**config.mk**
```make
export PLATFORM = sky130hd
export DESIGN_NAME = iibs_front
export DESIGN_NICKNAME = d
export VERILOG_FILES = /design/src/hw/rtl/iibs_pkg.sv /design/src/hw/rtl/iibs_front.sv
export SDC_FILE = /design/constraint.sdc
export NUM_CORES = 1
export LEC_CHECK = 0
export ABC_CLOCK_PERIOD_IN_PS = 6200
export BUFFER_PORTS_ARGS = -buffer_cell sky130_fd_sc_hd__buf_4
export CAP_MARGIN = 20
export CORE_AREA = 2 2 126 128
export CTS_BUF_LIST = sky130_fd_sc_hd__clkbuf_4
export DETAILED_ROUTE_END_ITERATION = 6
export DIE_AREA = 0 0 128 130
export GPL_TIMING_DRIVEN = 0
export MAX_ROUTING_LAYER = met4
export PLACE_DENSITY = 0.75
export RECOVER_POWER = 50
export SYNTH_ARGS = -nofsm -noshare
export SYNTH_HDL_FRONTEND = slang
export SYNTH_SLANG_ARGS = --single-unit
export TNS_END_PERCENT = 20
```
**constraint.sdc**
```tcl
create_clock -name clock -period 6.2 [get_ports clock]
set_input_delay 0.62 -clock clock [delete_from_list [all_inputs] [get_ports clock]]
set_output_delay 0.62 -clock clock [all_outputs]
set_load 0.1 [all_outputs]
```
**src/hw/rtl/iibs_pkg.sv**
```systemverilog
// Shared constants and helpers for the summed-area table box-sum block.
package iibs_pkg;

   // Transaction kinds carried by the command field.
   localparam logic CMD_LOAD  = 1'b0;
   localparam logic CMD_QUERY = 1'b1;

   // Configuration register indexes.
   localparam int   CSR_INDEX_W      = 1;
   localparam logic CSR_IMAGE_WIDTH  = 1'b0;
   localparam logic CSR_IMAGE_HEIGHT = 1'b1;

   // Field widths.
   localparam int SIZE_REG_W = 10;
   localparam int PIXEL_W    = 8;
   localparam int COORD_W    = 11;
   localparam int ENTRY_W    = 27;
   localparam int SUM_W      = 26;

   // A row holds at most 1023 pixels of up to 255 each.
   localparam int ROW_SUM_W = 18;

   // Effective image sizes never exceed the 10-bit size register; size compares use 13 bits.
   localparam int SIZE_W = 13;

   // Signed width for corner arithmetic: coordinate plus extent plus sign.
   localparam int CALC_W = 14;

   // Accumulator for A - B + C - D over 27-bit entries, with sign.
   localparam int ACC_W = 30;

   localparam int CORNERS = 4;

   localparam int QUEUE_DEPTH = 2;

   localparam int DEFAULT_MAX_WIDTH  = 512;
   localparam int DEFAULT_MAX_HEIGHT = 512;

   localparam logic [SIZE_REG_W-1:0] SIZE_RESET = SIZE_REG_W'(512);
   localparam logic [SUM_W-1:0]      SUM_MAX    = '1;

   // Width of one classified transaction as it travels through the queue.
   function automatic int item_width(input int addr_w);
      return 1 + ROW_SUM_W + CORNERS * addr_w + CORNERS;
   endfunction

endpackage

```
**src/hw/rtl/iibs_front.sv**
```systemverilog
// Front end: holds the size registers and the raster position, and turns each
// accepted transaction into a classified item with its table addresses.
module iibs_front #(
   parameter int  MAX_WIDTH  = iibs_pkg::DEFAULT_MAX_WIDTH,
   parameter int  MAX_HEIGHT = iibs_pkg::DEFAULT_MAX_HEIGHT,
   localparam int CB         = $clog2(MAX_WIDTH),
   localparam int RB         = $clog2(MAX_HEIGHT),
   localparam int AW         = RB + CB,
   localparam int ITEM_W     = iibs_pkg::item_width(AW)
) (
   input  logic                                 clock,
   input  logic                                 reset,
   input  logic                                 csr_valid,
   output logic                                 csr_ready,
   input  logic [iibs_pkg::CSR_INDEX_W-1:0]     csr_index,
   input  logic [iibs_pkg::SIZE_REG_W-1:0]      csr_wdata,
   input  logic                                 req_valid,
   output logic                                 req_ready,
   input  logic                                 req_command,
   input  logic [iibs_pkg::PIXEL_W-1:0]         req_pixel_red,
   input  logic                                 req_first_pixel,
   input  logic signed [iibs_pkg::COORD_W-1:0]  req_top_row,
   input  logic signed [iibs_pkg::COORD_W-1:0]  req_left_col,
   input  logic [iibs_pkg::COORD_W-1:0]         req_row_count,
   input  logic [iibs_pkg::COORD_W-1:0]         req_col_count,
   output logic                                 push_valid,
   input  logic                                 push_ready,
   output logic [ITEM_W-1:0]                    push_data
);

   typedef struct packed {
      logic                                         is_query;
      logic [iibs_pkg::ROW_SUM_W-1:0]               row_sum;
      logic [iibs_pkg::CORNERS-1:0][AW-1:0]         addr;
      logic [iibs_pkg::CORNERS-1:0]                 corner_en;
   } item_type;

   localparam int SW = iibs_pkg::SIZE_W;
   localparam int KW = iibs_pkg::CALC_W;

   logic [iibs_pkg::SIZE_REG_W-1:0] width_ff, width_in;
   logic [iibs_pkg::SIZE_REG_W-1:0] height_ff, height_in;
   logic [RB-1:0]                   load_row_ff, load_row_in;
   logic [CB-1:0]                   load_col_ff, load_col_in;
   logic [iibs_pkg::ROW_SUM_W-1:0]  row_sum_ff, row_sum_in;

   logic                            accept;
   logic [SW-1:0]                   width_eff, height_eff;
   logic [RB-1:0]                   start_row;
   logic [CB-1:0]                   start_col;
   logic [iibs_pkg::ROW_SUM_W-1:0]  start_sum, sum_now;
   logic [SW-1:0]                   col_inc, row_inc;

   logic signed [KW-1:0] row_s, col_s, rows_s, cols_s, h_s, w_s;
   logic signed [KW-1:0] row_end, col_end, r1, c1, r2, c2;
   logic                 r1_ok, c1_ok, r2_ok, c2_ok;

   item_type item;

   // The queue applies back pressure directly to the request channel.
   assign req_ready  = push_ready;
   assign push_valid = req_valid;
   assign push_data  = item;
   assign accept     = req_valid & req_ready;
   assign csr_ready  = 1'b1;

   // Effective sizes: zero counts as one, and sizes beyond the table clamp.
   always_comb begin
      if (width_ff == '0) begin
         width_eff = SW'(1);
      end else if (SW'(width_ff) > SW'(MAX_WIDTH)) begin
         width_eff = SW'(MAX_WIDTH);
      end else begin
         width_eff = SW'(width_ff);
      end
      if (height_ff == '0) begin
         height_eff = SW'(1);
      end else if (SW'(height_ff) > SW'(MAX_HEIGHT)) begin
         height_eff = SW'(MAX_HEIGHT);
      end else begin
         height_eff = SW'(height_ff);
      end
   end

   // Raster position for a load; a first pixel restarts at the top-left corner.
   always_comb begin
      start_row = req_first_pixel ? '0 : load_row_ff;
      start_col = req_first_pixel ? '0 : load_col_ff;
      start_sum = req_first_pixel ? '0 : row_sum_ff;
      sum_now   = start_sum + iibs_pkg::ROW_SUM_W'(req_pixel_red);
      col_inc   = SW'(start_col) + SW'(1);
      row_inc   = SW'(start_row) + SW'(1);
   end

   // Box corners, clamped to the image; a negative corner contributes zero.
   always_comb begin
      row_s   = KW'(req_top_row);
      col_s   = KW'(req_left_col);
      rows_s  = KW'(req_row_count);
      cols_s  = KW'(req_col_count);
      h_s     = KW'(height_eff);
      w_s     = KW'(width_eff);
      row_end = row_s + rows_s;
      col_end = col_s + cols_s;
      r1      = ((row_s < h_s) ? row_s : h_s) - KW'(1);
      c1      = ((col_s < w_s) ? col_s : w_s) - KW'(1);
      r2      = ((row_end < h_s) ? row_end : h_s) - KW'(1);
      c2      = ((col_end < w_s) ? col_end : w_s) - KW'(1);
      r1_ok   = ~r1[KW-1];
      c1_ok   = ~c1[KW-1];
      r2_ok   = ~r2[KW-1];
      c2_ok   = ~c2[KW-1];
   end

   // Classified item: a load carries the entry above in slot 0 and the write
   // address in slot 1; a query carries its four corners in A, B, C, D order.
   always_comb begin
      item = '0;
      if (req_command == iibs_pkg::CMD_QUERY) begin
         item.is_query     = 1'b1;
         item.addr[0]      = {r1[RB-1:0], c1[CB-1:0]};
         item.addr[1]      = {r1[RB-1:0], c2[CB-1:0]};
         item.addr[2]      = {r2[RB-1:0], c2[CB-1:0]};
         item.addr[3]      = {r2[RB-1:0], c1[CB-1:0]};
         item.corner_en[0] = r1_ok & c1_ok;
         item.corner_en[1] = r1_ok & c2_ok;
         item.corner_en[2] = r2_ok & c2_ok;
         item.corner_en[3] = r2_ok & c1_ok;
      end else begin
         item.is_query     = 1'b0;
         item.row_sum      = sum_now;
         item.addr[0]      = {start_row - RB'(1), start_col};
         item.addr[1]      = {start_row, start_col};
         item.corner_en[0] = (start_row != '0);
      end
   end

   // Size register writes.
   always_comb begin
      width_in  = width_ff;
      height_in = height_ff;
      if (csr_valid) begin
         unique case (csr_index)
            iibs_pkg::CSR_IMAGE_WIDTH: begin
               width_in = csr_wdata;
            end
            iibs_pkg::CSR_IMAGE_HEIGHT: begin
               height_in = csr_wdata;
            end
         endcase
      end
   end

   // Raster advance after each stored pixel.
   always_comb begin
      load_row_in = load_row_ff;
      load_col_in = load_col_ff;
      row_sum_in  = row_sum_ff;
      if (accept && (req_command == iibs_pkg::CMD_LOAD)) begin
         if (col_inc >= width_eff) begin
            load_col_in = '0;
            row_sum_in  = '0;
            load_row_in = (row_inc >= height_eff) ? '0 : row_inc[RB-1:0];
         end else begin
            load_col_in = col_inc[CB-1:0];
            row_sum_in  = sum_now;
            load_row_in = start_row;
         end
      end
   end

   always_ff @(posedge clock) begin
      if (reset) begin
         width_ff    <= iibs_pkg::SIZE_RESET;
         height_ff   <= iibs_pkg::SIZE_RESET;
         load_row_ff <= '0;
         load_col_ff <= '0;
         row_sum_ff  <= '0;
      end else begin
         width_ff    <= width_in;
         height_ff   <= height_in;
         load_row_ff <= load_row_in;
         load_col_ff <= load_col_in;
         row_sum_ff  <= row_sum_in;
      end
   end

endmodule

```
* Yosys cells after proc, flatten, opt, wreduce, memory -nomap -nowiden *
Cells that the tools add are included.

storage, ports and cells
  flip-flop bits (word level) = 56
  bits of input ports = 70
  output and inout port bits = 98
  logic and storage cells = 61

cells by class
  add/sub/neg operators = 10
  $lt $le $gt $ge = 8
  muxes and demuxes = 21
  bitwise logic cells = 11
  reductions and logical operators = 6

operators by type and width
  cell                   count
  $mux 36                2
  $mux 14                4
  $sub 14x2->14 const B  4
  $mux 18                3
  $mux 9                 5
  $mux 10                3
  $add 11x12->13         2
  $ge 10x13->1           2
  $add 9x1->10 const B   2
  $gt 10x10->1 const B   2
  $logic_not 10->1       2
  $add 18x8->18          1
  $lt 11x14->1           1
  $lt 13x14->1           1
  $lt 13x11->1           1
  $mux 13                1
  $lt 11x11->1           1
  $reduce_bool 9->1      1
  $sub 9x1->9 const B    1
  $not 1->1              6
  $and 1x1->1            5
  $reduce_and 2->1       2
  $mux 3                 1
  $mux 1                 2
  $logic_and 1x1->1      1

* Depth between registers and ports, before layout *
  depth in word-level cells = 9
  gate-level depth with buffers = 24
  gate-level depth less buffers = 23

* Worst setup path after synthesis *
Ideal clock, no wire load.

  kind = in2out
  start point = in req_left_col[4] (netlist bit)
  end point = out push_data[26]
  data arrival time = 7.302 ns
  data required time = 5.580 ns
  slack = -1.722 ns
  stages = 23
  buffers on the path = 2
  cells stage by stage = ha_1 clkbuf_1 nand3_1 o211a_1 a21oi_1 xor2_1 ha_1 a21o_1 a21oi_1 o21ai_0 a2111o_1 ha_1 clkbuf_1 nand2_1 o21ai_0 inv_1 ha_1 and2_1 nand2b_1 xnor2_1 nor2_1 a211oi_1 a21o_1

between the ends
  longest elaborated chain between the ends = 5

RTL lines
  what                line               source
  from (decl)         iibs_front.sv:23   input logic signed [iibs_pkg::COORD_W-1:0] req_left_col,
  $add 11x12->13 (*)  iibs_front.sv:104  col_end = col_s + cols_s;
  $lt 13x14->1        iibs_front.sv:108  c2 = ((col_end < w_s) ? col_end : w_s) - KW'(1);
  $mux 14 (*)         iibs_front.sv:108
  $sub 14x2->14 (*)   iibs_front.sv:108
  $mux 36 (*)         iibs_front.sv:119  if (req_command == iibs_pkg::CMD_QUERY) begin
  to (decl)           iibs_front.sv:28   output logic [ITEM_W-1:0] push_data

Mark *: on every way between the ends. The rest lies on a longest branch, timed or not.

* Worst setup path after layout *
  start point = in req_top_row[0] (netlist bit)
  end point = out push_data[3]

between the ends
  longest elaborated chain between the ends = 7

RTL lines
  what                line               source
  from (decl)         iibs_front.sv:22   input logic signed [iibs_pkg::COORD_W-1:0] req_top_row,
  $add 11x12->13 (*)  iibs_front.sv:103  row_end = row_s + rows_s;
  $lt 13x11->1        iibs_front.sv:107  r2 = ((row_end < h_s) ? row_end : h_s) - KW'(1);
  $mux 14 (*)         iibs_front.sv:107
  $sub 14x2->14 (*)   iibs_front.sv:107
  $not 1->1 (*)       iibs_front.sv:111  r2_ok = ~r2[KW-1];
  $and 1x1->1 (*)     iibs_front.sv:128  item.corner_en[3] = r2_ok & c1_ok;
  $mux 3 (*)          iibs_front.sv:119

Marked as above.

==> summary.json <==
{
  "drt": {
    "drt_first_iter_violations": 673,
    "drt_first_pass_iters": 5,
    "vias_post_dr": 8372,
    "detail_route.drc_violations": 0,
    "drt-wirelength-per-cell_um": 17.54,
    "ant_nets": 0,
    "routed_wl_um": 25100,
    "viasPerCell": 5.850
  },
  "place": {
    "buffer_ports.inserted": 166,
    "gp_congestion": 0.9745,
    "place.detailed.instances": 1422,
    "detailed_place_hpwl_um": 20420
  },
  "clock_network": {
    "tritoncts_num_sinks": 56,
    "clock_insertion_delay_worst_skew_ps": 410,
    "cts_inserted_buffers": 5,
    "cts.root.buffer_cell": "sky130_fd_sc_hd__clkbuf_4",
    "clock_tree.htree_level_count": 2,
    "cts-root-to-sink-buffers": 2,
    "tritoncts": "yes",
    "clk_pin_slew_ps": 160
  },
  "timing": {
    "tightestPinTransition_ps": 1173,
    "rsz0062_at_grt": "true",
    "max_slew_margin_pct": 22.16,
    "finClkSkew_ps": 19.44,
    "timing_max_transition_violations_final": 0,
    "period_minus_slack_ps": 6124,
    "hold_ws_ps": 462.2,
    "post-route-period-util_pct": 98.78,
    "top_achievable_clock_speed_ghz": 0.1633,
    "setup_viol": 0,
    "final-hold-violation-count": 0
  },
  "pwr": {
    "vdd_ir_drop_max_v": 0.0002670,
    "power.density_cell_area_nw_per_um2": 249.9,
    "report.power.total_mw": 2.343,
    "p_leak_nw": 4.097
  },
  "worst_setup_path": {
    "timing.rr.end": "load_row_ff[1]$_SDFFE_PP0P_",
    "worstReg2RegStart": "load_col_ff[0]$_SDFFE_PP0P_",
    "worst_setup_path_end_kind": "output port",
    "critPathLaunchType": "input port",
    "critical_path_peak_fanout": 10,
    "critical_path.max_stage_delay_ps": 500,
    "reg2reg_slack_ps": 2300,
    "reg2regPathDepth": 13,
    "critPathKind": "input port to output port",
    "cp_cell_sequence": "buf_4 > ha_1 > inv_1 > fa_1 > nor2b_2 > o311a_4 > o221ai_4 > a21o_2 > or4_1 > a31o_1 > or4b_1 > ha_1 > buf_2 > a2111oi_2 > a211o_1 > nor4bb_4 > a311oi_2 > and2_1 > buf_4",
    "cp_slowest_cell": "sky130_fd_sc_hd__or4_1",
    "arrival_ps": 5500,
    "crit_required_ps": 5580
  },
  "synthesis": {
    "synth_fp_nets": 1237,
    "ys_async_sr_fraction_pct": 0,
    "synth-seq-cells": 56,
    "yosysUniqueCellTypes": 86,
    "number_of_enable_type_register_cells_in_the_synthesized_netlist": 0,
    "yosys_warnings": 0,
    "post_synthesis_sequential_area_ratio_pct": 14.66,
    "ys_dominant_reg_cell": "sky130_fd_sc_hd__dfxtp_1",
    "synth.avg_cell_area_um2": 7.186,
    "synthesis.instances": 1064,
    "syn-cell-area_um2": 7646
  },
  "finish": {
    "utilization_pct": 60.80,
    "layout-area-overhead-vs-synth_pct": 22.66,
    "final_layout_size_suffix_gt1_share_pct": 18.50,
    "finalNonFillerCells": 1431,
    "finish.net_count": 1410
  },
  "global_route": {
    "number_of_antenna_violations_at_the_first_check_in_global_routing": 1,
    "track_usage_pct": 30.21,
    "vias_in_the_first_global_route": 7832,
    "total_congestion_overflow": 0,
    "grt_first_pass_wirelength_um": 39210,
    "grt_start_max_net_pins": 18
  },
  "die": {
    "start_util_pct": 49.57,
    "die_area_um2": 16640,
    "floorplan.core_area_um2": 15420,
    "core.rowCount": 46,
    "chip_height_um": 130,
    "floorplan.io_pins": 168,
    "floorplan.die.width_um": 128
  },
  "hold_path": {
    "hold_critical_path_endpoint": "height_ff[4]$_SDFFE_PP0P_",
    "min_path_type": "input port to register",
    "hold_path_startpoint": "csr_wdata[4]",
    "hold-path-cell-count": 3
  },
  "status": {
    "run_status": "complete, no violations"
  },
  "flow_run": {
    "max_cap_violations": 0
  }
}
worst max-delay path: cells and delay by family:
| kind | cells | cell delay [ps] |
|---|---|---|
| AOI/OAI and AO/OA | 7 | 1860 |
| and+or+nand+nor | 5 | 1450 |
| adders and majority gates | 3 | 900 |
| buffers and inverters | 4 | 660 |
power breakdown:
group          switching, mW  internal (mW)  total (mW)
combinational           1.27          0.477        1.75
clock                  0.129         0.0912       0.220
sequential           0.00760          0.369       0.376
total                   1.41          0.938        2.34
cells in the final DEF, fill, tap and decap left out, drive strengths merged, types with 5 or more instances in the layout:
cell type,Yosys,final
buf,18,167
nand2,123,123
nor2,102,102
ha,100,100
a21oi,87,87
clkbuf,39,62
dfxtp,56,56
xnor2,53,53
nand3,51,51
o21ai,50,50
inv,46,47
nor2b,44,44
a21o,26,26
xor2,25,25
nor3,25,25
mux2i,20,20
and2,19,19
a31oi,12,12
nand2b,12,12
or3,10,10
o21a,9,9
o31ai,9,9
and3,8,8
nand4,8,8
a22o,8,8
or2,8,8
a22oi,6,6
nor4,5,5
o31a,5,5
o21bai,5,5
or3b,5,5
a211oi,5,5
through the flow:
step / area, um2 / TNS, ps / setup WS (ps)
after CTS: 9329 / 0 / 20.09
after global routing: 9379 / -446.4 / -104.2
after floorplan: 7705 / -3124 / -445.9
after global placement: 9191 / -4043 / -470.1
final: 9379 / 0 / 75.66
after detailed placement: 9191 / -4383 / -473.5
cell families (layout without fill, tap and decap cells):
| family | after synthesis | in the layout | share of synthesized area, % |
|---|---|---|---|
| compound gates | 268 | 268 | 23.30 |
| xor+xnor | 78 | 78 | 8.935 |
| fa+ha+maj | 103 | 103 | 17.15 |
| buf+inv | 105 | 279 | 5.809 |
| flops | 56 | 56 | 14.66 |
| mux | 20 | 20 | 2.618 |
| other cells | 1 | 2 | 0.04904 |
| simple gates | 433 | 433 | 27.48 |
cells in the mapped netlist (9+ instances only):
master	instances	area share (%)
sky130_fd_sc_hd__nand3_1	51	3.3
sky130_fd_sc_hd__nand2_1	123	6.0
sky130_fd_sc_hd__nor2b_1	43	3.5
sky130_fd_sc_hd__nor2_1	102	5.0
sky130_fd_sc_hd__o21ai_0	46	3.0
sky130_fd_sc_hd__xor2_1	25	2.9
sky130_fd_sc_hd__a21oi_1	86	5.6
sky130_fd_sc_hd__xnor2_1	53	6.1
sky130_fd_sc_hd__and2_1	17	1.4
sky130_fd_sc_hd__ha_1	100	16
sky130_fd_sc_hd__dfxtp_1	56	15
sky130_fd_sc_hd__mux2i_1	20	2.6
sky130_fd_sc_hd__clkbuf_1	39	1.9
sky130_fd_sc_hd__o31ai_1	9	0.88
sky130_fd_sc_hd__nor3_1	25	1.6
sky130_fd_sc_hd__buf_4	13	1.3
sky130_fd_sc_hd__a21o_1	25	2.5
sky130_fd_sc_hd__inv_1	45	2.2
sky130_fd_sc_hd__nand2b_1	12	0.98
sky130_fd_sc_hd__a31oi_1	12	0.98
sky130_fd_sc_hd__o21a_1	9	0.88
routing by layer:
layer | vias to the layer above | GRT usage [%] | share of wire, %
li1 | 4108 | - | -
met1 | 3928 | 36.66 | 43
met2 | 294 | 52.72 | 49
met3 | 42 | 2.419 | 5.1
met4 | 0 | 11.12 | 3.0
met5 | - | - | 0
cell type report:
| cell class | instances | area, um2 |
|---|---|---|
| tap | 192 | 240.2 |
| sequential | 56 | 1121 |
| multi-input combinational | 903 | 6265 |
| timing repair buffer | 167 | 1217 |
| antenna | 1 | 2.502 |
| fill | 1486 | 6046 |
| clock inverter | 2 | 38.79 |
| clock buffer | 6 | 45.04 |
| buffer | 56 | 269.0 |
| inverter | 48 | 180.2 |
worst max path at each step:
stage                         start       endpoint  slack, ps  cells past startpoint
detailed placement  req_left_col[0]  push_data[30]       -470                     24
finish               req_top_row[0]   push_data[3]         80                     19
CTS                  req_top_row[0]   push_data[3]         20                     20
global route         req_top_row[0]  push_data[75]       -100                     23
floorplan            req_top_row[0]  push_data[72]       -450                     18
global placement    req_left_col[0]  push_data[30]       -470                     24
flip-flops by register name, summed over array words and instances, names as in the netlist:
| signal | flops |
|---|---|
| width_ff | 10 |
| height_ff | 10 |
| row_sum_ff | 18 |
| load_row_ff | 9 |
| load_col_ff | 9 |
timing repair:
action | CTS | global route
pin swaps | 0 | 4
gates resized for setup | 14 | 30
hold buffers | 0 | 0
setup buffers | 0 | 1
setup endpoints to repair | 19 | 30
Power figures use the tool's default switching activity.
