### config.mk
export PLATFORM = sky130hd
export DESIGN_NAME = iibs_queue
export DESIGN_NICKNAME = d
export VERILOG_FILES = /design/src/hw/rtl/iibs_pkg.sv /design/src/hw/rtl/iibs_queue.sv
export SDC_FILE = /design/constraint.sdc
export NUM_CORES = 1
export LEC_CHECK = 0
export BUFFER_PORTS_ARGS = -buffer_cell sky130_fd_sc_hd__buf_4
export CAP_MARGIN = 0
export CORE_MARGIN = 2
export CORE_UTILIZATION = 55
export CTS_BUF_LIST = sky130_fd_sc_hd__clkbuf_8 sky130_fd_sc_hd__clkbuf_16
export DETAILED_ROUTE_END_ITERATION = 7
export PLACE_DENSITY = 0.83
export SETUP_SLACK_MARGIN = 0.5
export SLEW_MARGIN = 25
export SYNTH_ARGS = -nofsm -noshare
export SYNTH_HDL_FRONTEND = slang
export SYNTH_SLANG_ARGS = --single-unit
### constraint.sdc
create_clock -name clock -period 5.15 [get_ports clock]
set_clock_uncertainty 0.05 [all_clocks]
set_input_delay 0.7725 -clock clock [delete_from_list [all_inputs] [get_ports clock]]
set_output_delay 0.7725 -clock clock [all_outputs]
set_load 0.02 [all_outputs]
### src/hw/rtl/iibs_pkg.sv
// Shared constants and helpers for the summed-area table box-sum block.
package iibs_pkg;

   // Transaction kinds carried by the command field.
   localparam logic CMD_LOAD  = 1'b0;
   localparam logic CMD_QUERY = 1'b1;

   // Configuration register indexes.
   localparam int   CSR_INDEX_W      = 1;
   localparam logic CSR_IMAGE_WIDTH  = 1'b0;
   localparam logic CSR_IMAGE_HEIGHT = 1'b1;

   // Field widths.
   localparam int SIZE_REG_W = 10;
   localparam int PIXEL_W    = 8;
   localparam int COORD_W    = 11;
   localparam int ENTRY_W    = 27;
   localparam int SUM_W      = 26;

   // A row holds at most 1023 pixels of up to 255 each.
   localparam int ROW_SUM_W = 18;

   // Effective image sizes never exceed the 10-bit size register; size compares use 13 bits.
   localparam int SIZE_W = 13;

   // Signed width for corner arithmetic: coordinate plus extent plus sign.
   localparam int CALC_W = 14;

   // Accumulator for A - B + C - D over 27-bit entries, with sign.
   localparam int ACC_W = 30;

   localparam int CORNERS = 4;

   localparam int QUEUE_DEPTH = 2;

   localparam int DEFAULT_MAX_WIDTH  = 512;
   localparam int DEFAULT_MAX_HEIGHT = 512;

   localparam logic [SIZE_REG_W-1:0] SIZE_RESET = SIZE_REG_W'(512);
   localparam logic [SUM_W-1:0]      SUM_MAX    = '1;

   // Width of one classified transaction as it travels through the queue.
   function automatic int item_width(input int addr_w);
      return 1 + ROW_SUM_W + CORNERS * addr_w + CORNERS;
   endfunction

endpackage

### src/hw/rtl/iibs_queue.sv
// Small FIFO of classified items between the front end and the back end.
module iibs_queue #(
   parameter int  WIDTH = iibs_pkg::item_width(1),
   parameter int  DEPTH = iibs_pkg::QUEUE_DEPTH,
   localparam int PW    = $clog2(DEPTH),
   localparam int NW    = $clog2(DEPTH + 1)
) (
   input  logic             clock,
   input  logic             reset,
   input  logic             push_valid,
   output logic             push_ready,
   input  logic [WIDTH-1:0] push_data,
   output logic             pop_valid,
   input  logic             pop_ready,
   output logic [WIDTH-1:0] pop_data
);

   logic [WIDTH-1:0] entry_ff [DEPTH];
   logic [PW-1:0]    wr_ptr_ff, wr_ptr_in;
   logic [PW-1:0]    rd_ptr_ff, rd_ptr_in;
   logic [NW-1:0]    count_ff, count_in;
   logic             push, pop;

   assign push_ready = (count_ff != NW'(DEPTH));
   assign pop_valid  = (count_ff != '0);
   assign pop_data   = entry_ff[rd_ptr_ff];
   assign push       = push_valid & push_ready;
   assign pop        = pop_valid & pop_ready;

   // Pointer and occupancy update.
   always_comb begin
      wr_ptr_in = wr_ptr_ff;
      rd_ptr_in = rd_ptr_ff;
      count_in  = count_ff;
      if (push) begin
         wr_ptr_in = (wr_ptr_ff == PW'(DEPTH - 1)) ? '0 : wr_ptr_ff + PW'(1);
      end
      if (pop) begin
         rd_ptr_in = (rd_ptr_ff == PW'(DEPTH - 1)) ? '0 : rd_ptr_ff + PW'(1);
      end
      if (push && !pop) begin
         count_in = count_ff + NW'(1);
      end else if (pop && !push) begin
         count_in = count_ff - NW'(1);
      end
   end

   always_ff @(posedge clock) begin
      if (reset) begin
         wr_ptr_ff <= '0;
         rd_ptr_ff <= '0;
         count_ff  <= '0;
      end else begin
         wr_ptr_ff <= wr_ptr_in;
         rd_ptr_ff <= rd_ptr_in;
         count_ff  <= count_in;
      end
   end

   // Storage needs no reset.
   always_ff @(posedge clock) begin
      if (push) begin
         entry_ff[wr_ptr_ff] <= push_data;
      end
   end

endmodule

# ---- Yosys cells after proc, flatten, opt, wreduce, memory -nomap -nowiden
# Memories as Yosys holds them, arrays and structs flattened. A register that Yosys moved wholly into a read port is not among the register bits.
# Index checks and enable logic that the tools add are counted.
dict set report totals {
  ff_bits 4
  mem_bits_rw 54
  inputBits 31
  out_inout_bits 29
  word_cells 25
  memories 1
}
# memory words width rd rd_ports_with_merged_regs write_ports line_no
set memory_table {}
lappend memory_table {entry_ff 2 27 1 1 1 iibs_queue.sv:18} ;# logic [WIDTH-1:0] entry_ff [DEPTH];
dict set report op_classes {
  add_sub_neg 4
  n_eq_ne 1
  mux 8
  bitwise 2
  reduce_logical 6
}
# op n
set ops {}
lappend ops {{1-bit two-way mux} 6}
lappend ops {{2-bit two-way mux} 2}
lappend ops {{2-bit nonzero test} 2}
lappend ops {{1-bit adder (second input constant)} 2}
lappend ops {{2-bit by 1-bit adder with 2-bit output (second input constant)} 1}
lappend ops {{1-bit bitwise AND} 2}
lappend ops {{1-bit logical AND} 2}
lappend ops {{1-bit logical NOT} 2}
lappend ops {{2-bit != test (second input constant)} 1}
lappend ops {{2-bit by 1-bit subtractor with 2-bit output (second input constant)} 1}

# ---- Logic depth before layout (Yosys ltp)
# Gate-level depths: netlist of run 1.
dict set report logic_depth {
  ltp_word 6
  depth_mapped 6
  depth_no_buf 6
}

# ---- Worst setup path after synthesis of run 1
# OpenSTA, ideal clock, no wires.
dict set report synth_timing {
  kind {input to register}
  startpoint {input port push_valid}
  endpoint {memory entry_ff[1][0] (netlist name) (enable)}
  setup_ps 386
  arrival_ps 1493
  required_ps 4714
  setup_slack_ps 3220
  path_stages 1
  path_buffers 0
  path_cell_list {and3_1}
}
dict set report synth_between {
  elab_chain_len 3
}
# element line_no
set synth_lines {}
lappend synth_lines {{start, declared} iibs_queue.sv:10} ;# input logic push_valid,
lappend synth_lines {{1-bit bitwise AND} iibs_queue.sv:27} ;# assign push = push_valid & push_ready;
lappend synth_lines {{1-bit two-way mux} iibs_queue.sv:62} ;# if (push) begin
lappend synth_lines {{1-bit two-way mux (implied by the code)} iibs_queue.sv:63} ;# entry_ff[wr_ptr_ff] <= push_data;
lappend synth_lines {{end, declared} iibs_queue.sv:18}
# Every way passes these cells.

==> reports/results.ini, run 1 <==
[timing]
finalSetupViolCount = 0
post-route-period-util_pct = 47.8
hold_viol = 0
rsz0062_at_grt = false
slew_viol_final = 0
timing.slew.headroom_pct = 58.1
tightestPinTransition_ps = 629
fin_tns_setup_ps = 0
clock.fmax_mhz = 406
min_period_ps = 2460

[layout]
diodes = 0
final_cell_mix = buf_4, edfxtp_1, mux2_2
layout_commonest_cell = buf_4
nets = 207
area_growth_pct = 30.9
drive_above_1_share_pct = 58.3

[die]
initial_core_util_pct = 58.4
row_count = 22
io_pins = 60
core_um2 = 3720
die_x_um = 66.8
die-area_um2 = 4460
fp.dieH_um = 66.8

[routing]
drt-initial-drc-count = 51
wl_per_cell_um = 16.3
ant_nets = 0
remaining_drc_errors = 0
firstDrtPassIters = 4
vias_per_cell = 5.13
drt-total-wl_um = 3710
vias = 1169

[critical_path]
crit_end = pop_data[17]
critical_path_class = reg2out
reg2regPathDepth = 2
required_ps = 4330
worstPathMaxFanout = 27
worst-endpoint-arrival_ps = 1640
end_kind = output port
r2r_slack_ps = 3440
r2r-end = entry_ff[1][15]
timing.rr.start = count_ff[0]
worstSetupStartpointType = flop

[grt]
grt_overflow = 0
antenna_found_initial = 0
busiest_layer = met2
gr-usage-met1_pct = 20.9
use_met3_pct = 5.07
grt_pass1_wl_um = 5580
track_usage_pct = 18.3
grt_pass1_vias = 1153
met2_usage_pct = 30.4
grt_max_degree = 28

[logic_synthesis]
syn_avg_cell_area_um2 = 20.1
synth_top_cell_by_area = edfxtp_1
yosys_warnings = 0
ys_ff_latch = 59
ys_seq_area_share_pct = 79.4
synth_cell_type_count = 18
synth_nets = 140
synthDominantCellAreaShare_pct = 74.8
syn_inst = 108
netlist_area_um2 = 2170
synthTopCellsByArea = edfxtp_1, mux2_2, dfxtp_1

[power_and_ir_drop]
peakVddDrop_v = 0.000410
totalPowerFinal_mw = 1.44
p_leak_nw = 1.08
power_per_cell_area_nw_per_um2 = 508

[place]
dp.final_hpwl_um = 2480
place_congestion = 0.626
portBuffers = 59

[job]
maxCapViolCount = 0

[clock_tree]
clk_latency_ps = 330
cts-resized-gates = 0
cts_hold_buf = 0
cts_root_buf = clkbuf_8
ctsHtreeMaxLevel = 3
clk_path_buf_depth = 2
cts.clk_slew.worst_paths_ps = 70
cts.sinks = 59
cts_tree = built
numCtsBuffers = 9
cts_setup_buffers = 0

[status]
run_status = finished clean

[min_path]
min_path_type = reg2reg

-- critical path, stage by stage (launching register included) --
cell     delay [ps]
dfxtp_2         730
mux2_2          410
buf_4           160
-- power by group --
group          internal [mW]  switching [mW]
combinational          0.198           0.204
clock                  0.217           0.172
sequential             0.602          0.0484
-- worst min-delay path by stage --
stage / slack (ps) / cells after the start / endpoint / startpoint
global route: 500 / 2 / flop / rd_ptr_ff
CTS: 470 / 2 / flop / rd_ptr_ff
global placement: 430 / 2 / count_ff[1] / count_ff[1]
floorplan: 420 / 2 / count_ff[1] / count_ff[1]
detailed placement: 450 / 2 / flop / rd_ptr_ff
finish: 470 / 2 / flop / rd_ptr_ff
-- area by class of cell --
type | instances | area (µm²)
timing repair buffer | 59 | 443
sequential | 59 | 1720
inverter | 1 | 3.75
tap | 48 | 60.1
fill | 234 | 878
clock buffer | 9 | 124
clock inverter | 7 | 60.1
multi-input combinational | 45 | 424
-- sequential cells by signal, indices dropped and copies added, names as in the netlist, named ones only --
signal     flops
count_ff       2
entry_ff      54
rd_ptr_ff      1
wr_ptr_ff      1
-- Yosys cell counts --
| cell type | n |
|---|---|
| a21oi_1 | 2 |
| edfxtp_1 | 54 |
| nand2b_1 | 1 |
| nor2_1 | 3 |
| xor2_1 | 3 |
| ha_1 | 1 |
| inv_1 | 1 |
| o21ai_0 | 2 |
| mux2_2 | 27 |
| a21bo_2 | 1 |
| or3_1 | 1 |
| and2_1 | 1 |
| and3_1 | 1 |
| dfxtp_1 | 5 |
| or2_2 | 1 |
| buf_4 | 2 |
| nand3b_1 | 1 |
| buf_2 | 1 |
-- metrics by stage --
stage,setup slack [ps],instances,util [%],area [µm²],hold slack [ps]
global route,2590,228,76.4,2840,498
finish,2690,228,76.4,2840,467
floorplan,3220,108,-,2170,421
global placement,2630,212,71.3,2650,435
detailed placement,2910,212,71.4,2650,447
CTS,2650,228,76.4,2840,471
-- cells by family (layout without fill, tap and decap cells) --
group,Yosys count,after routing,share of synthesized area (%)
flops,59,59,79.4
simple gates,9,9,2.31
compound gates,5,5,1.38
fa+ha+maj,1,1,0.577
mux,27,27,14.0
xor+xnor,3,3,1.21
buf+inv,4,76,1.10
-- metal layers --
layer / vias up / wire length [µm]
met5: - / 0
met4: 0 / 113
met3: 11 / 201
met2: 40 / 1970
met1: 565 / 1430
li1: 553 / -
Power figures use the tool's default switching activity.
==> run 2: changes to the inputs <==
--- a/config.mk
+++ b/config.mk
@@ -8,10 +8,10 @@
 export BUFFER_PORTS_ARGS = -buffer_cell sky130_fd_sc_hd__buf_4
 export CAP_MARGIN = 0
 export CORE_MARGIN = 2
-export CORE_UTILIZATION = 55
+export CORE_UTILIZATION = 51
 export CTS_BUF_LIST = sky130_fd_sc_hd__clkbuf_8 sky130_fd_sc_hd__clkbuf_16
 export DETAILED_ROUTE_END_ITERATION = 7
-export PLACE_DENSITY = 0.83
+export PLACE_DENSITY = 0.78
 export SETUP_SLACK_MARGIN = 0.5
 export SLEW_MARGIN = 25
 export SYNTH_ARGS = -nofsm -noshare
==> constraint.sdc (replaced) <==
create_clock -name clock -period 2.55 [get_ports clock]
set_clock_uncertainty 0.05 [all_clocks]
set_input_delay 0.3825 -clock clock [delete_from_list [all_inputs] [get_ports clock]]
set_output_delay 0.3825 -clock clock [all_outputs]
set_load 0.02 [all_outputs]
==> run 2 against run 1 <==
Global-route usage shrank 0.23 points; sequential share of layout area shrank 0.28 points; clock power grew 68%; hold slack lost 270 ps; cell count grew 3.5%; critical endpoint is now pop_data[4]; largest power group unchanged; highest routed layer unchanged.
==> reports/results.ini, run 2 (synthesis gave the netlist of run 1 again) <==
[status]
run_status = finished clean  ; unchanged

[grt]
grt_overflow = 0  ; unchanged
antenna_found_initial = 0  ; unchanged
grt_pass1_vias = 1355  ; was 1153
grt_max_degree = 17  ; was 28
track_usage_pct = 18.1  ; was 18.3%
grt_pass1_wl_um = 6420  ; was 5580 µm

[power_and_ir_drop]
peakVddDrop_v = 0.000537  ; was 0.000410 V
p_leak_nw = 1.11  ; was 1.08 nW
comb_power_share_pct = 31.5  ; was 27.9%
power_per_cell_area_nw_per_um2 = 989  ; was 508 nW/µm²
power.switching_mw = 0.846  ; was 0.424 mW
p_int_mw = 1.98  ; was 1.02 mW
power.switching_fraction_pct = 30.0  ; was 29.4%
totalPowerFinal_mw = 2.82  ; was 1.44 mW
clockPowerShare_pct = 23.1  ; was 27.0%
power_frac_seq_pct = 45.4  ; was 45.1%

[die]
core_um2 = 4060  ; was 3720 µm²
fp.dieH_um = 69.2  ; was 66.8 µm
initial_core_util_pct = 53.4  ; was 58.4%
die_x_um = 69.2  ; was 66.8 µm
row_count = 23  ; was 22
die-area_um2 = 4790  ; was 4460 µm²
io_pins = 60  ; unchanged

[clock_tree]
cts_setup_buffers = 0  ; unchanged
cts.clk_slew.worst_paths_ps = 60  ; was 70 ps
clk_latency_ps = 320  ; was 330 ps
cts_tree = built  ; unchanged
numCtsBuffers = 9  ; unchanged
cts.sinks = 59  ; unchanged
clk_path_buf_depth = 2  ; unchanged
ctsHtreeMaxLevel = 3  ; unchanged
cts_root_buf = clkbuf_8  ; unchanged
cts_hold_buf = 0  ; unchanged

[layout]
final_cell_count_no_fill = 236  ; was 228
layout_commonest_cell = buf_4  ; unchanged
nets = 213  ; was 207
fillCellCount = 277  ; was 234
final_cell_mix = buf_4, edfxtp_1, mux2_2  ; unchanged
top_regs = entry_ff (54), count_ff (2)  ; unchanged
regMostFlops = entry_ff  ; unchanged
diodes = 0  ; unchanged
area_growth_pct = 31.7  ; was 30.9%
fin_area_um2 = 2860  ; was 2840 µm²
largest_reg_flops = 54  ; unchanged
drive_above_1_share_pct = 57.0  ; was 58.3%

[timing]
post-route-period-util_pct = 75.0
hold_viol = 0  ; unchanged
min_period_ps = 1910
timing.slew.headroom_pct = 74.7  ; was 58.1%
slew_viol_final = 0  ; unchanged
rsz0062_at_grt = false  ; unchanged
clock.fmax_mhz = 523
finalSetupViolCount = 0  ; unchanged
tightestPinTransition_ps = 375  ; was 629 ps
fin_tns_setup_ps = 0  ; unchanged

[place]
dp.final_hpwl_um = 2710  ; was 2480 µm
portBuffers = 59  ; unchanged
place_congestion = 0.762  ; was 0.626
placedCellCount = 220  ; was 212
place_area_um2 = 2700  ; was 2650 µm²

[critical_path]
worstSetupStartpointType = flop  ; unchanged
required_ps = 2120  ; was 4330 ps
end_kind = output port  ; unchanged
worst-endpoint-arrival_ps = 1480  ; was 1640 ps
critical_path_class = reg2out  ; unchanged
worstPathMaxFanout = 10  ; was 27

[routing]
remaining_drc_errors = 0  ; unchanged
vias = 1193  ; was 1169
drt-initial-drc-count = 48  ; was 51
drt-total-wl_um = 3900  ; was 3710 µm
ant_nets = 0  ; unchanged
firstDrtPassIters = 4  ; unchanged
wl_per_cell_um = 16.5  ; was 16.3 µm
vias_per_cell = 5.06  ; was 5.13

[min_path]
min_path_type = in2reg  ; was reg2reg

[job]
maxCapViolCount = 0  ; unchanged

run 2: critical path: stages, from the launching register on:
cell and delay (ps):
dfxtp_4 420, buf_4 220, mux2_2 360, buf_4 160
run 2: power by group through the flow:
stage / Combinational (mW) / Clock (mW) / Sequential, mW
after floorplan: 0.565 / 0 / 1.26
after CTS: 0.901 / 0.675 / 1.28
final: 0.890 / 0.652 / 1.28
after global routing: 0.944 / 0.722 / 1.30
after global placement: 0.869 / 0 / 1.29
after detailed placement: 0.897 / 0 / 1.30
run 2: path summary, 6_finish.rpt:
check / from / end / slack [ps] / cells after the start
setup / recovery: flop / pop_data[4] / 640 / 3
setup reg to reg: count_ff[0] / count_ff[1] / 840 / 5
hold reg to reg: rd_ptr_ff / rd_ptr_ff / 450 / 2
hold / removal: push_data[18] / entry_ff[0][18] / 190 / 1
run 2: timing repair:
item	CTS	global route
gates cloned	0	0
setup endpoints to repair	19	2
pin swaps	0	0
resized for setup	1	1
run 2: area by class of cell:
| class | instances | area [µm²] | share of cell area, % |
|---|---|---|---|
| Clock inverter | 7 | 28.8 | 1.01 |
| Clock buffer | 9 | 124 | 4.34 |
| Multi-Input combinational cell | 45 | 423 | 14.8 |
| Sequential cell | 59 | 1730 | 60.4 |
| Tap cell | 50 | 62.6 | 2.19 |
| Inverter | 1 | 3.75 | 0.131 |
| Timing Repair Buffer | 65 | 488 | 17.1 |
run 2: layer usage:
metal | global-route usage (%) | part of all wire (%) | up-vias
met5 | 0 | 0 | -
met4 | 12.9 | 2.8 | 0
met3 | 5.23 | 4.3 | 13
met2 | 29.3 | 53 | 46
met1 | 20.4 | 40 | 571
li1 | - | - | 563
run 2: stage by stage:
| stage | util, % | hold slack, ps | worst slack, ps |
|---|---|---|---|
| after floorplan | - | 402 | 665 |
| after global placement | 66.5 | 435 | 811 |
| after detailed placement | 66.5 | 442 | 737 |
| after CTS | 70.3 | 174 | 540 |
| after global routing | 70.4 | 172 | 571 |
| final | 70.4 | 194 | 637 |
==> run 3: changes to the inputs <==
--- a/config.mk
+++ b/config.mk
@@ -5,13 +5,14 @@
 export SDC_FILE = /design/constraint.sdc
 export NUM_CORES = 1
 export LEC_CHECK = 0
+export ABC_AREA = 1
 export BUFFER_PORTS_ARGS = -buffer_cell sky130_fd_sc_hd__buf_4
 export CAP_MARGIN = 0
 export CORE_MARGIN = 2
-export CORE_UTILIZATION = 51
+export CORE_UTILIZATION = 46
 export CTS_BUF_LIST = sky130_fd_sc_hd__clkbuf_8 sky130_fd_sc_hd__clkbuf_16
 export DETAILED_ROUTE_END_ITERATION = 7
-export PLACE_DENSITY = 0.78
+export PLACE_DENSITY = 0.74
 export SETUP_SLACK_MARGIN = 0.5
 export SLEW_MARGIN = 25
 export SYNTH_ARGS = -nofsm -noshare
==> constraint.sdc (replaced) <==
create_clock -name clock -period 1.65 [get_ports clock]
set_clock_uncertainty 0.05 [all_clocks]
set_input_delay 0.2475 -clock clock [delete_from_list [all_inputs] [get_ports clock]]
set_output_delay 0.2475 -clock clock [all_outputs]
set_load 0.02 [all_outputs]
==> run 3 against run 2 <==
Via count up 10%; utilization up 1.8 points; global-route usage decreased by 1.0 points; critical endpoint is now pop_data[22].
==> reports/results.ini, run 3 <==
[status]
run_status = finished clean  ; unchanged

[clock_tree]
cts_hold_buf = 0  ; unchanged
cts_tree = built  ; unchanged
clk_latency_ps = 320  ; about the same
cts.clk_slew.worst_paths_ps = 60  ; about the same
clk_path_buf_depth = 2  ; unchanged
ctsHtreeMaxLevel = 3  ; unchanged
numCtsBuffers = 9  ; unchanged
cts.sinks = 59  ; unchanged
cts_root_buf = clkbuf_8  ; unchanged

[logic_synthesis]
yosysMostFrequentCell = edfxtp_1  ; unchanged
synth_cell_type_count = 14  ; was 18
ys_seq_area_share_pct = 75.2  ; was 79.4%
async_reset_ff_share_pct = 0  ; unchanged
synth_commonest_cells = edfxtp_1, mux2_4, nand2_1  ; was edfxtp_1, mux2_2, dfxtp_1
syn_avg_cell_area_um2 = 18.9  ; was 20.1 µm²
synthTopCellsByArea = edfxtp_1, mux2_4, dfxtp_1  ; was edfxtp_1, mux2_2, dfxtp_1
synth_nets = 153  ; was 140
synth_edf_count = 54  ; unchanged
netlist_area_um2 = 2290  ; was 2170 µm²
synth_top_cell_by_area = edfxtp_1  ; unchanged
yosys_warnings = 0  ; unchanged
synthDominantCellAreaShare_pct = 70.8  ; was 74.8%
ys_ff_latch = 59  ; unchanged
ys.flop_type = edfxtp_1  ; unchanged
syn_inst = 121  ; was 108

[grt]
grt_overflow = 0  ; unchanged
grt_pass1_vias = 1392  ; was 1355
grt_pass1_wl_um = 6670  ; was 6420 µm
track_usage_pct = 17.0  ; was 18.1%
grt_max_degree = 18  ; was 17
antenna_found_initial = 0  ; unchanged

[critical_path]
critical_path_class = reg2out  ; unchanged
critPathMaxStageDelay_ps = 370  ; was 420 ps
r2r_slack_ps = 290  ; was 840 ps
slowest_stage = dfxtp_4  ; unchanged
timing.rr.start = count_ff[0]  ; unchanged
reg2regPathDepth = 6  ; was 5
r2r-end = entry_ff[0][25]  ; was count_ff[1]
required_ps = 1350  ; was 2120 ps
crit_end = pop_data[22]  ; was pop_data[4]
worst-endpoint-arrival_ps = 1340  ; was 1480 ps
worstSetupStartpointType = flop  ; unchanged
end_kind = output port  ; unchanged
worstPathMaxFanout = 17  ; was 10
path_cells = buf_12 -> mux2_4 -> buf_6  ; was buf_4 -> mux2_2 -> buf_4

[die]
die_x_um = 74.6  ; was 69.2 µm
io_pins = 60  ; unchanged
die-area_um2 = 5560  ; was 4790 µm²
core_um2 = 4750  ; was 4060 µm²
fp.dieH_um = 74.6  ; was 69.2 µm
row_count = 25  ; was 23
initial_core_util_pct = 48.2  ; was 53.4%

[layout]
final_cell_count_no_fill = 278  ; was 236
top_regs = entry_ff (54), count_ff (2)  ; unchanged
drive_above_1_share_pct = 63.5  ; was 57.0%
diodes = 0  ; unchanged
seq_area_um2 = 1730  ; about the same
fillCellCount = 318  ; was 277
largest_reg_flops = 54  ; unchanged
layout_commonest_cell = edfxtp_1  ; was buf_4
multi_input_area_um2 = 589  ; was 423 µm²
area_growth_pct = 49.8  ; was 31.7%
regMostFlops = entry_ff  ; unchanged
fin_area_um2 = 3430  ; was 2860 µm²
final_cell_mix = edfxtp_1, buf_4, buf_6  ; was buf_4, edfxtp_1, mux2_2
nets = 238  ; was 213

[routing]
vias_per_cell = 4.74  ; was 5.06
firstDrtPassIters = 4  ; unchanged
drt-total-wl_um = 4490  ; was 3900 µm
wl_per_cell_um = 16.1  ; was 16.5 µm
remaining_drc_errors = 0  ; unchanged
drt-initial-drc-count = 102  ; was 48
vias = 1318  ; was 1193
ant_nets = 0  ; unchanged

[timing]
post-route-period-util_pct = 99.1
min_period_ps = 1640
slew_viol_final = 0  ; unchanged
rsz0062_at_grt = true  ; was false
holdWs_ps = 55.8  ; was 194 ps
fin_tns_setup_ps = 0  ; unchanged
clock.fmax_mhz = 611
timing.slew.headroom_pct = 88.0  ; was 74.7%
finalSetupViolCount = 0  ; unchanged
hold_viol = 0  ; unchanged
tightestPinTransition_ps = 180  ; was 375 ps

[place]
placedCellCount = 250  ; was 220
place_congestion = 0.622  ; was 0.762
place_area_um2 = 2860  ; was 2700 µm²
portBuffers = 59  ; unchanged
dp.final_hpwl_um = 2800  ; was 2710 µm

[min_path]
min_path_type = in2reg  ; unchanged
hp-start = push_data[2]  ; was push_data[18]

[power_and_ir_drop]
p_leak_nw = 1.39  ; was 1.11 nW
power.switching_mw = 1.58  ; was 0.846 mW
peakVddDrop_v = 0.000755  ; was 0.000537 V
clockPowerShare_pct = 19.8  ; was 23.1%
p_int_mw = 3.60  ; was 1.98 mW
power_per_cell_area_nw_per_um2 = 1510  ; was 989 nW/µm²
power_frac_seq_pct = 38.9  ; was 45.4%
comb_power_share_pct = 41.3  ; was 31.5%
totalPowerFinal_mw = 5.18  ; was 2.82 mW
power.switching_fraction_pct = 30.6  ; was 30.0%

[job]
maxCapViolCount = 0  ; unchanged

-- run 3: cell count changes in the layout (fill, tap and decap cells not counted), sizes merged --
| cell | before | now |
|---|---|---|
| a21bo | 1 | 0 |
| buf | 65 | 77 |
| or3 | 1 | 0 |
| nand3b | 1 | 0 |
| and2 | 1 | 0 |
| nand4 | 0 | 1 |
| and3 | 1 | 0 |
| nand2 | 0 | 9 |
| nor2 | 3 | 7 |
| inv | 4 | 11 |
| nand2b | 1 | 0 |
| or2 | 1 | 0 |
| nand3 | 0 | 2 |
| xor2 | 3 | 0 |
-- run 3: per-layer routing --
metal / part of all wire (%) / global-route usage [%] / up-vias / routed length, µm
met2: 55 / 29.4 / 51 / 2460
li1: - / - / 621 / -
met1: 38 / 18.2 / 641 / 1680
met4: 0.87 / 6.55 / 0 / 39
met3: 6.7 / 7.86 / 5 / 302
met5: 0 / 0 / - / 0
-- run 3: logic make-up (layout without fill, tap and decap cells) --
| kind of cell | count (synthesis) | count (layout) | synth area share (%) |
|---|---|---|---|
| AOI/OAI and AO/OA | 4 | 4 | 0.874 |
| adders and majority gates | 1 | 1 | 0.546 |
| buffers and inverters | 11 | 101 | 3.55 |
| DFF | 59 | 59 | 75.2 |
| muxes | 27 | 27 | 16.5 |
| and+or+nand+nor | 19 | 19 | 3.33 |
-- run 3: power by group through the flow --
stage	registers, mW	logic [mW]	clock network [mW]
2_1_floorplan	1.98	1.02	0
3_3_place_gp	1.99	1.48	0
3_5_place_dp	2.01	1.52	0
4_1_cts	2.00	1.91	1.05
5_1_grt	2.03	2.27	1.13
6_report	2.01	2.14	1.03
-- run 3: critical path, delay by kind of cell (launching register included) --
kind | cells | cell delay [ps]
DFF | 1 | 370
muxes | 1 | 320
buffers and inverters | 2 | 310
-- run 3: timing repair --
action | in CTS | in global routing
hold endpoints to repair | 0 | 0
setup endpoints to repair | 85 | 85
buffers inserted | 5 | 5
pin swaps | 9 | 5
cloned | 2 | 0
resized for setup | 52 | 25
-- run 3: final cells by class --
| type | instances | share of cell area (%) |
|---|---|---|
| clock buffers | 9 | 3.61 |
| inverters | 8 | 1.17 |
| well taps | 67 | 2.44 |
| multi-input cells | 51 | 17.2 |
| clock inverters | 7 | 0.838 |
| flip-flops and latches | 59 | 50.5 |
| repair buffers | 77 | 24.3 |
-- run 3: how the worst min path moves through the flow --
| stage | to | slack (ps) | cells past startpoint |
|---|---|---|---|
| after floorplan | entry_ff[0][0] | 300 | 0 |
| after global placement | entry_ff[0][20] | 380 | 1 |
| after detailed placement | entry_ff[1][19] | 390 | 1 |
| after CTS | entry_ff[1][5] | 40 | 1 |
| after global routing | entry_ff[1][26] | 30 | 1 |
| final | entry_ff[1][2] | 60 | 1 |
-- run 3: per-stage QoR --
stage / setup slack (ps) / util [%]
2_1_floorplan: 211 / -
3_3_place_gp: 304 / 60.1
3_5_place_dp: 223 / 60.1
4_1_cts: -21.1 / 69.2
5_1_grt: -41.6 / 72.2
6_report: 14.5 / 72.2
